===== config.mk =====
export PLATFORM = sky130hd
export DESIGN_NAME = clock_set_keypad_editor_top
export DESIGN_NICKNAME = d
export VERILOG_FILES = /design/src/cske_pkg.sv /design/src/cske_step.sv /design/src/clock_set_keypad_editor_top.sv
export SDC_FILE = /design/constraint.sdc
export NUM_CORES = 1
export LEC_CHECK = 0
export BUFFER_PORTS_ARGS = -buffer_cell sky130_fd_sc_hd__buf_2
export CAP_MARGIN = 5
export CORE_UTILIZATION = 30
export DETAILED_ROUTE_END_ITERATION = 7
export PLACE_DENSITY = 0.55
export SLEW_MARGIN = 20
export SYNTH_ARGS = -nofsm -noshare
export SYNTH_HDL_FRONTEND = slang
export SYNTH_HIERARCHICAL = 1
export SYNTH_SLANG_ARGS = --single-unit

===== constraint.sdc =====
create_clock -name clk -period 4.3 [get_ports clk]
set_input_delay 0.43 -clock clk [delete_from_list [all_inputs] [get_ports clk]]
set_output_delay 0.43 -clock clk [all_outputs]
set_load 0.02 [all_outputs]

===== src/cske_pkg.sv =====
// ----------------------------------------------------------------------------
// cske_pkg
// Types, codes and helpers shared by the clock-set keypad editor modules.
// ----------------------------------------------------------------------------
package cske_pkg;

  localparam int unsigned CntW = 16;
  localparam logic [CntW-1:0] COUNT_MAX = '1;
  localparam logic [CntW-1:0] THRESHOLD_RESET = 16'd500;

  localparam logic [3:0] BCD_UNITS_MAX   = 4'd9;
  localparam logic [3:0] HOUR_WRAP_TENS  = 4'd2;
  localparam logic [3:0] HOUR_WRAP_UNITS = 4'd4;
  localparam logic [3:0] MINSEC_WRAP_TENS = 4'd6;

  typedef enum logic {
    OP_POLL = 1'b0,
    OP_LOAD = 1'b1
  } opcode_t;

  typedef enum logic [1:0] {
    KEY_NONE   = 2'd0,
    KEY_ADJUST = 2'd1,
    KEY_SELECT = 2'd2,
    KEY_OTHER  = 2'd3
  } key_t;

  typedef enum logic [1:0] {
    FIELD_HOURS   = 2'd0,
    FIELD_MINUTES = 2'd1,
    FIELD_SECONDS = 2'd2,
    FIELD_UNUSED  = 2'd3
  } field_t;

  typedef struct packed {
    opcode_t    opcode;
    logic [1:0] key_state;
    logic [7:0] load_hours;
    logic [7:0] load_minutes;
    logic [7:0] load_seconds;
  } item_t;

  typedef struct packed {
    logic [7:0] hours_bcd;
    logic [7:0] minutes_bcd;
    logic [7:0] seconds_bcd;
    logic [1:0] selected_field;
    logic       commit;
    logic       exit_to_menu;
  } result_t;

  typedef struct packed {
    logic [CntW-1:0] select_cnt;
    logic [CntW-1:0] adjust_cnt;
    logic [1:0]      field_sel;
    logic [7:0]      hours;
    logic [7:0]      minutes;
    logic [7:0]      seconds;
  } edit_state_t;

  // units step with carry into a 4-bit tens digit, then the field wrap rule
  function automatic logic [7:0] bcd_bump(input logic [7:0] v, input logic is_hours);
    logic [3:0] units;
    logic [3:0] tens;
    units = v[3:0];
    tens  = v[7:4];
    if (units >= BCD_UNITS_MAX) begin
      units = 4'd0;
      tens  = tens + 4'd1;
    end else begin
      units = units + 4'd1;
    end
    if (is_hours) begin
      if (tens == HOUR_WRAP_TENS && units == HOUR_WRAP_UNITS) begin
        tens  = 4'd0;
        units = 4'd0;
      end
    end else if (tens == MINSEC_WRAP_TENS) begin
      tens  = 4'd0;
      units = 4'd0;
    end
    return {tens, units};
  endfunction

endpackage


===== src/cske_step.sv =====
// ----------------------------------------------------------------------------
// cske_step
// Next-state and result logic for one poll or time load.
// ----------------------------------------------------------------------------
module cske_step import cske_pkg::*; (
  input  item_t           item,
  input  edit_state_t     cur,
  input  logic [CntW-1:0] threshold,
  output edit_state_t     nxt,
  output result_t         res
);

  logic       commit;
  logic       leave;
  logic [1:0] sel_after;

  always_comb begin
    nxt       = cur;
    commit    = 1'b0;
    leave     = 1'b0;
    sel_after = cur.field_sel;

    if (item.opcode == OP_LOAD) begin
      nxt.hours   = item.load_hours;
      nxt.minutes = item.load_minutes;
      nxt.seconds = item.load_seconds;
    end else begin
      if (item.key_state == KEY_SELECT && cur.select_cnt != COUNT_MAX) begin
        nxt.select_cnt = cur.select_cnt + 1'b1;
      end
      if (item.key_state == KEY_ADJUST && cur.adjust_cnt != COUNT_MAX) begin
        nxt.adjust_cnt = cur.adjust_cnt + 1'b1;
      end

      if (item.key_state == KEY_NONE && cur.select_cnt != '0) begin
        if (cur.select_cnt >= threshold) begin
          leave = 1'b1;
        end else begin
          case (cur.field_sel)
            FIELD_HOURS:   sel_after = FIELD_MINUTES;
            FIELD_MINUTES: sel_after = FIELD_SECONDS;
            FIELD_SECONDS: sel_after = FIELD_HOURS;
            default:       sel_after = FIELD_HOURS;
          endcase
        end
        nxt.select_cnt = '0;
      end
      nxt.field_sel = sel_after;

      // adjust sees the selector after any select action
      if (item.key_state == KEY_NONE && cur.adjust_cnt != '0) begin
        if (cur.adjust_cnt >= threshold) begin
          commit = 1'b1;
        end else begin
          case (sel_after)
            FIELD_HOURS:   nxt.hours   = bcd_bump(cur.hours, 1'b1);
            FIELD_MINUTES: nxt.minutes = bcd_bump(cur.minutes, 1'b0);
            FIELD_SECONDS: nxt.seconds = bcd_bump(cur.seconds, 1'b0);
            default:       ;
          endcase
        end
        nxt.adjust_cnt = '0;
      end
    end
  end

  always_comb begin
    res.hours_bcd      = nxt.hours;
    res.minutes_bcd    = nxt.minutes;
    res.seconds_bcd    = nxt.seconds;
    res.selected_field = nxt.field_sel;
    res.commit         = commit;
    res.exit_to_menu   = leave;
  end

endmodule


===== src/clock_set_keypad_editor_top.sv =====
// ----------------------------------------------------------------------------
// clock_set_keypad_editor_top
// Keypad-driven time-setting editor with short/long press handling.
// ----------------------------------------------------------------------------
// Each input item is a keypad poll or a load of the current BCD time and
// gives exactly one result item: the edited time, the selected field and
// the commit / exit-to-menu flags. An item passes an input register and one
// step of logic into the output register, so the block takes one item per
// clock while out_tready stays high; the editor state is updated as the
// item moves into the output register.
// long_press_threshold is written through cfg_wr_en / cfg_wr_data and
// resets to 500.
// ----------------------------------------------------------------------------
module clock_set_keypad_editor_top import cske_pkg::*; (
  input  logic        clk,
  input  logic        rst_n,
  // configuration
  input  logic        cfg_wr_en,
  input  logic [15:0] cfg_wr_data,   // long_press_threshold
  // input items
  input  logic        in_tvalid,
  output logic        in_tready,
  input  logic [31:0] in_tdata,      // key_state[1:0], load_hours[9:2],
                                     // load_minutes[17:10], load_seconds[25:18]
  input  logic [0:0]  in_tuser,      // opcode[0]
  // result items
  output logic        out_tvalid,
  input  logic        out_tready,
  output logic [31:0] out_tdata      // hours_bcd[7:0], minutes_bcd[15:8],
                                     // seconds_bcd[23:16], selected_field[25:24],
                                     // commit[26], exit_to_menu[27]
);

  logic [CntW-1:0] thr_r;
  edit_state_t     state_r;
  edit_state_t     state_nxt;
  logic            s1_valid_r;
  item_t           s1_item_r;
  logic            out_valid_r;
  result_t         out_res_r;
  result_t         res_nxt;

  logic out_free;
  logic s1_fire;
  logic in_fire;

  assign out_free  = !out_valid_r || out_tready;
  assign s1_fire   = s1_valid_r && out_free;
  assign in_tready = !s1_valid_r || out_free;
  assign in_fire   = in_tvalid && in_tready;

  cske_step u_step (
    .item      (s1_item_r),
    .cur       (state_r),
    .threshold (thr_r),
    .nxt       (state_nxt),
    .res       (res_nxt)
  );

  always_ff @(posedge clk) begin
    if (!rst_n) begin
      thr_r <= THRESHOLD_RESET;
    end else if (cfg_wr_en) begin
      thr_r <= cfg_wr_data;
    end
  end

  always_ff @(posedge clk) begin
    if (!rst_n) begin
      state_r     <= '0;
      s1_valid_r  <= 1'b0;
      out_valid_r <= 1'b0;
    end else begin
      if (in_fire) begin
        s1_valid_r <= 1'b1;
      end else if (s1_fire) begin
        s1_valid_r <= 1'b0;
      end
      if (s1_fire) begin
        out_valid_r <= 1'b1;
        state_r     <= state_nxt;
      end else if (out_tready) begin
        out_valid_r <= 1'b0;
      end
    end
  end

  always_ff @(posedge clk) begin
    if (in_fire) begin
      s1_item_r.opcode       <= opcode_t'(in_tuser[0]);
      s1_item_r.key_state    <= in_tdata[1:0];
      s1_item_r.load_hours   <= in_tdata[9:2];
      s1_item_r.load_minutes <= in_tdata[17:10];
      s1_item_r.load_seconds <= in_tdata[25:18];
    end
    if (s1_fire) begin
      out_res_r <= res_nxt;
    end
  end

  assign out_tvalid = out_valid_r;
  assign out_tdata  = {4'd0,
                       out_res_r.exit_to_menu,
                       out_res_r.commit,
                       out_res_r.selected_field,
                       out_res_r.seconds_bcd,
                       out_res_r.minutes_bcd,
                       out_res_r.hours_bcd};

endmodule

* Word level (Yosys, flattened, before mapping)
Cells that the tools add are included.
** Storage, ports and cells
- Register bits after elaboration :: 131
- Input port bits :: 54
- Output and inout bits :: 34
- Logic and storage cells :: 120
** Cells by class
- $add $sub $neg :: 8
- Magnitude comparators :: 5
- Eq/ne operators :: 11
- Multiplexer cells :: 49
- Bitwise logic cells :: 3
- Reductions and logical operators :: 24
** Operators by type and width (count)
- $mux 4 :: 28
- $mux 24 :: 3
- $mux 16 :: 4
- $add 16x1->16 const B :: 2
- $ge 16x16->1 :: 2
- $ne 16x16->1 const B :: 2
- $reduce_bool 16->1 :: 2
- $add 4x1->4 const B :: 6
- $mux 8 :: 3
- $eq 4x3->1 const B :: 3
- $ge 4x4->1 const B :: 3
- $mux 2 :: 4
- $reduce_bool 2->1 :: 4
- $logic_and 1x1->1 :: 7
- $eq 2x1->1 const B :: 3
- $logic_not 2->1 :: 3
- $mux 1 :: 6
- $reduce_and 3->1 :: 2
- $eq 2x2->1 const B :: 2
- $eq 4x2->1 const B :: 1
- $pmux 2 s2 :: 1
- $reduce_or 2->1 :: 2
- $not 1->1 :: 3
- $logic_not 1->1 :: 2
- $logic_or 1x1->1 :: 2

* Logic depth before layout (Yosys ltp)
- Depth in word-level cells :: 17
- Depth in mapped cells :: 13
- Gate-level depth less buffers :: 11

* Cells and area by module
Netlist, hierarchy kept.
** By module, submodules not included
- clock_set_keypad_editor_top :: instances 1, cells an instance 373, area an instance 4663.2 um^2, seq. area each 3173.0 um^2
- cske_step :: instances 1, cells an instance 508, area an instance 3316.9 um^2, seq. area each 0.0 um^2

* Worst setup path after synthesis
Ideal clock, no wire load.
- Path kind :: reg-to-reg
- Start point :: reg state_r[55] in the netlist's numbering
- End point :: reg out_res_r, in the netlist out_tdata[12], data pin
- Setup time :: 0.251 ns
- Arrival :: 2.927 ns
- Required time :: 4.049 ns
- Path slack :: 1.122 ns
- Cell stages (with the launch flop) :: 11
- Path buffers :: 2
- Period minus slack after synthesis :: 3.178 ns
- Cells stage by stage :: dfxtp_1 -> ha_1 -> a211oi_1 -> nor2_1 -> a2111o_1 -> or4_1 -> a2111oi_4 -> buf_6 -> nor2_1 -> or3b_1 -> buf_4
** RTL lines
- start: declaration :: line clock_set_keypad_editor_top.sv:35 : edit_state_t state_r;
- start signal: assignment :: line clock_set_keypad_editor_top.sv:81 : state_r <= state_nxt;
- end signal: assignment :: line clock_set_keypad_editor_top.sv:97 : out_res_r <= res_nxt;
- end: declaration :: line clock_set_keypad_editor_top.sv:40 : result_t out_res_r;

==> flow_summary.yaml <==
placed_design:
  place.gp.congestion: 0.8254
  dp_hpwl_mm: 12.66
  portBuffers: 77
job:
  maxCapViolations: 0
clocking:
  clk_latency_ns: 0.42
  cts_hold_buf: 0
  root_buffer: "clkbuf_16"
  cts_sinks: 131
  cts_tree: "done"
  ctsResizeCount: 0
  cts_max_path_buffers: 2
  cts_made_buffers: 17
  cts_max_level: 4
  cts_setup_buffers: 0
  clkSlewWorstSetupHoldPaths_ns: 0.06
setup_path:
  end_kind: "flop"
  critPathKind: "reg2reg"
  required_ns: 4.64
  crit_path_max_fanout: 12
  critPathLaunchType: "flop"
  worstPathArrival_ns: 3.81
global_route:
  grt_max_degree: 99
  grt_pass1_wl_mm: 30.20
  grtUsageTotal: 0.1428
  grt-ovfl-total: 0
  grt_pass1_vias: 5876
  antenna_found_initial: 1
pwr:
  power_leakage_nw: 3.434
  switchingPower_mw: 0.7897
  power_switching_share: 0.2607
  peakVddDrop_mv: 0.2093
  pwr-share-comb: 0.085
  internal_power_mw: 2.240
  seq_power_share: 0.457
  p_per_area_nw_per_um2: 337.9
  p_total_mw: 3.030
  clock_power_share: 0.458
yosys:
  synthTopCellsByArea: "edfxtp_1 21%, dfxtp_1 19%, mux2i_1 9.7%, nand2_1 8.1%, ha_1 7.5%"
  yosysSeqAreaShare: 0.3976
  synthFlopType: "dfxtp_1"
  yosysMostFrequentCell: "nand2_1"
  synth_cell_types: 64
  syn_avg_cell_area_um2: 9.058
  async_reset_ff_frac: 0
  synth_edf_count: 55
  synth_top_area_frac: 0.2070
  synthTopCellsByCount: "173 x nand2_1, 77 x mux2i_1, 76 x dfxtp_1"
  synth.cell_area_um2: 7980
  yosys.area.top_type: "edfxtp_1"
  netlist_instances: 881
  yosysWarningCount: 6
  ys_ff_latch: 131
sta:
  tightest_slew_ns: 0.9583
  setup_violations: 0
  fin_crit_sh: 0.8067
  rsz0062_at_grt: "no"
  final-hold-violation-count: 0
  clock_skew_ns: 0.01375
  fin_setup_tns_ns: 0
  max_freq_mhz: 288.3
  slew_violations: 0
  slew_headroom: 0.3429
  finalCriticalPeriod_ns: 3.469
die:
  die_w_um: 165.1
  io_pins: 88
  coreArea_um2: 26060
  start_util: 0.3062
  dieHeight_um: 165.1
  die_area_um2: 27260
  rows: 59
drt:
  dr.pass1.iters: 5
  drc: 0
  drtAntennaViolNets: 0
  drt_iter0_drc: 336
  finalWirelength_mm: 18.63
  vias: 6253
  drt-wirelength-per-cell_um: 14.77
  via_per_inst: 4.959
finish:
  layout-drive-gt1-share: 0.1438
  area_delta_synth_final_pct: 12.34
  fill_cells: 2662
  layout.nets: 1014
hold_path:
  worstHoldPathType: "in2reg"
status:
  run_status: "finished, final reports clean"
critical path: stages, from the launching register on:
cell	delay (ns)
dfxtp_1	0.35
inv_1	0.11
ha_1	0.14
or4b_1	0.48
o41ai_4	0.54
a2111oi_2	0.12
nand3_2	0.16
mux2i_1	0.81
o21ai_0	0.21
o211ai_1	0.24
nand2_1	0.08
mux2i_1	0.15
layer usage:
layer  track usage  share of wire  vias up
met5             0              0        -
met4       0.05838          0.019        0
met3       0.02398          0.035       18
met2        0.2216           0.46      110
met1        0.1955           0.49     2966
li1              -              -     3159
logic make-up after synthesis:
logic type      share of synthesized area
flops                              0.3976
other cells                     0.0004699
xor+xnor                          0.02963
fa+ha+maj                         0.07526
simple gates                       0.2104
buf+inv                           0.07714
compound gates                     0.1072
mux                                0.1022
area by class of cell:
class                      instances  area, µm²  share of cell area
clock buffer                      20      466.7             0.05206
clock inverter                    12      92.59             0.01033
antenna                            1      2.502           0.0002791
inverter                          38      142.6             0.01591
multi-input combinational        640       4215              0.4702
tap                              335      419.2             0.04676
sequential                       131       3173              0.3539
timing repair buffer              84      452.9             0.05052
path summary, 6_finish.rpt:
path	start	slack [ns]	to	cells past startpoint
worst max-delay path	state_r[42]$_SDFFE_PN0P_	0.83	state_r[21]$_SDFFE_PN0P_	11
worst min-delay path	in_tdata[13]	0.18	s1_item_r[11]$_DFFE_PP_	1
worst max register to register	state_r[42]$_SDFFE_PN0P_	0.83	state_r[21]$_SDFFE_PN0P_	11
worst min register to register	thr_r[5]$_SDFFE_PN1P_	0.47	thr_r[5]$_SDFFE_PN1P_	2
layout by cell type (no fill, tap or decap), types with 16 or more instances in the layout:
cell         n
nand2_1    173
mux2i_1     77
buf_2       76
dfxtp_1     76
nor2_1      58
edfxtp_1    55
ha_1        48
inv_1       38
a21oi_1     26
nand4_1     25
o21ai_0     24
nor2b_1     21
nand3_1     21
clkbuf_16   17
xor2_1      16
power by group through the flow:
stage / combinational (mW) / sequential (mW) / clock [mW]
2_1_floorplan: 0.200 / 1.41 / 0
3_3_place_gp: 0.257 / 1.41 / 0
3_5_place_dp: 0.260 / 1.41 / 0
4_1_cts: 0.261 / 1.38 / 1.42
5_1_grt: 0.290 / 1.39 / 1.46
6_report: 0.257 / 1.38 / 1.39
metrics by stage:
stage	hold WS (ns)	setup WS, ns	instances	cell area (µm²)	utilization
after CTS	0.1649	0.8341	1260	8960	0.3438
final	0.1802	0.8310	1261	8965	0.3440
after global routing	0.1635	0.4826	1261	8965	0.3440
after detailed placement	0.4638	0.8530	1228	8401	0.3224
after floorplan	0.4335	1.122	884	7991	-
after global placement	0.4588	0.9111	1228	8398	0.3223
sequential cells by signal (all words and copies together), names as in the netlist:
| signal | count |
|---|---|
| state_r | 58 |
| out_tdata | 28 |
| s1_item_r | 27 |
| thr_r | 16 |
| out_tvalid | 1 |
| s1_valid_r | 1 |
Power figures use the tool's default switching activity.
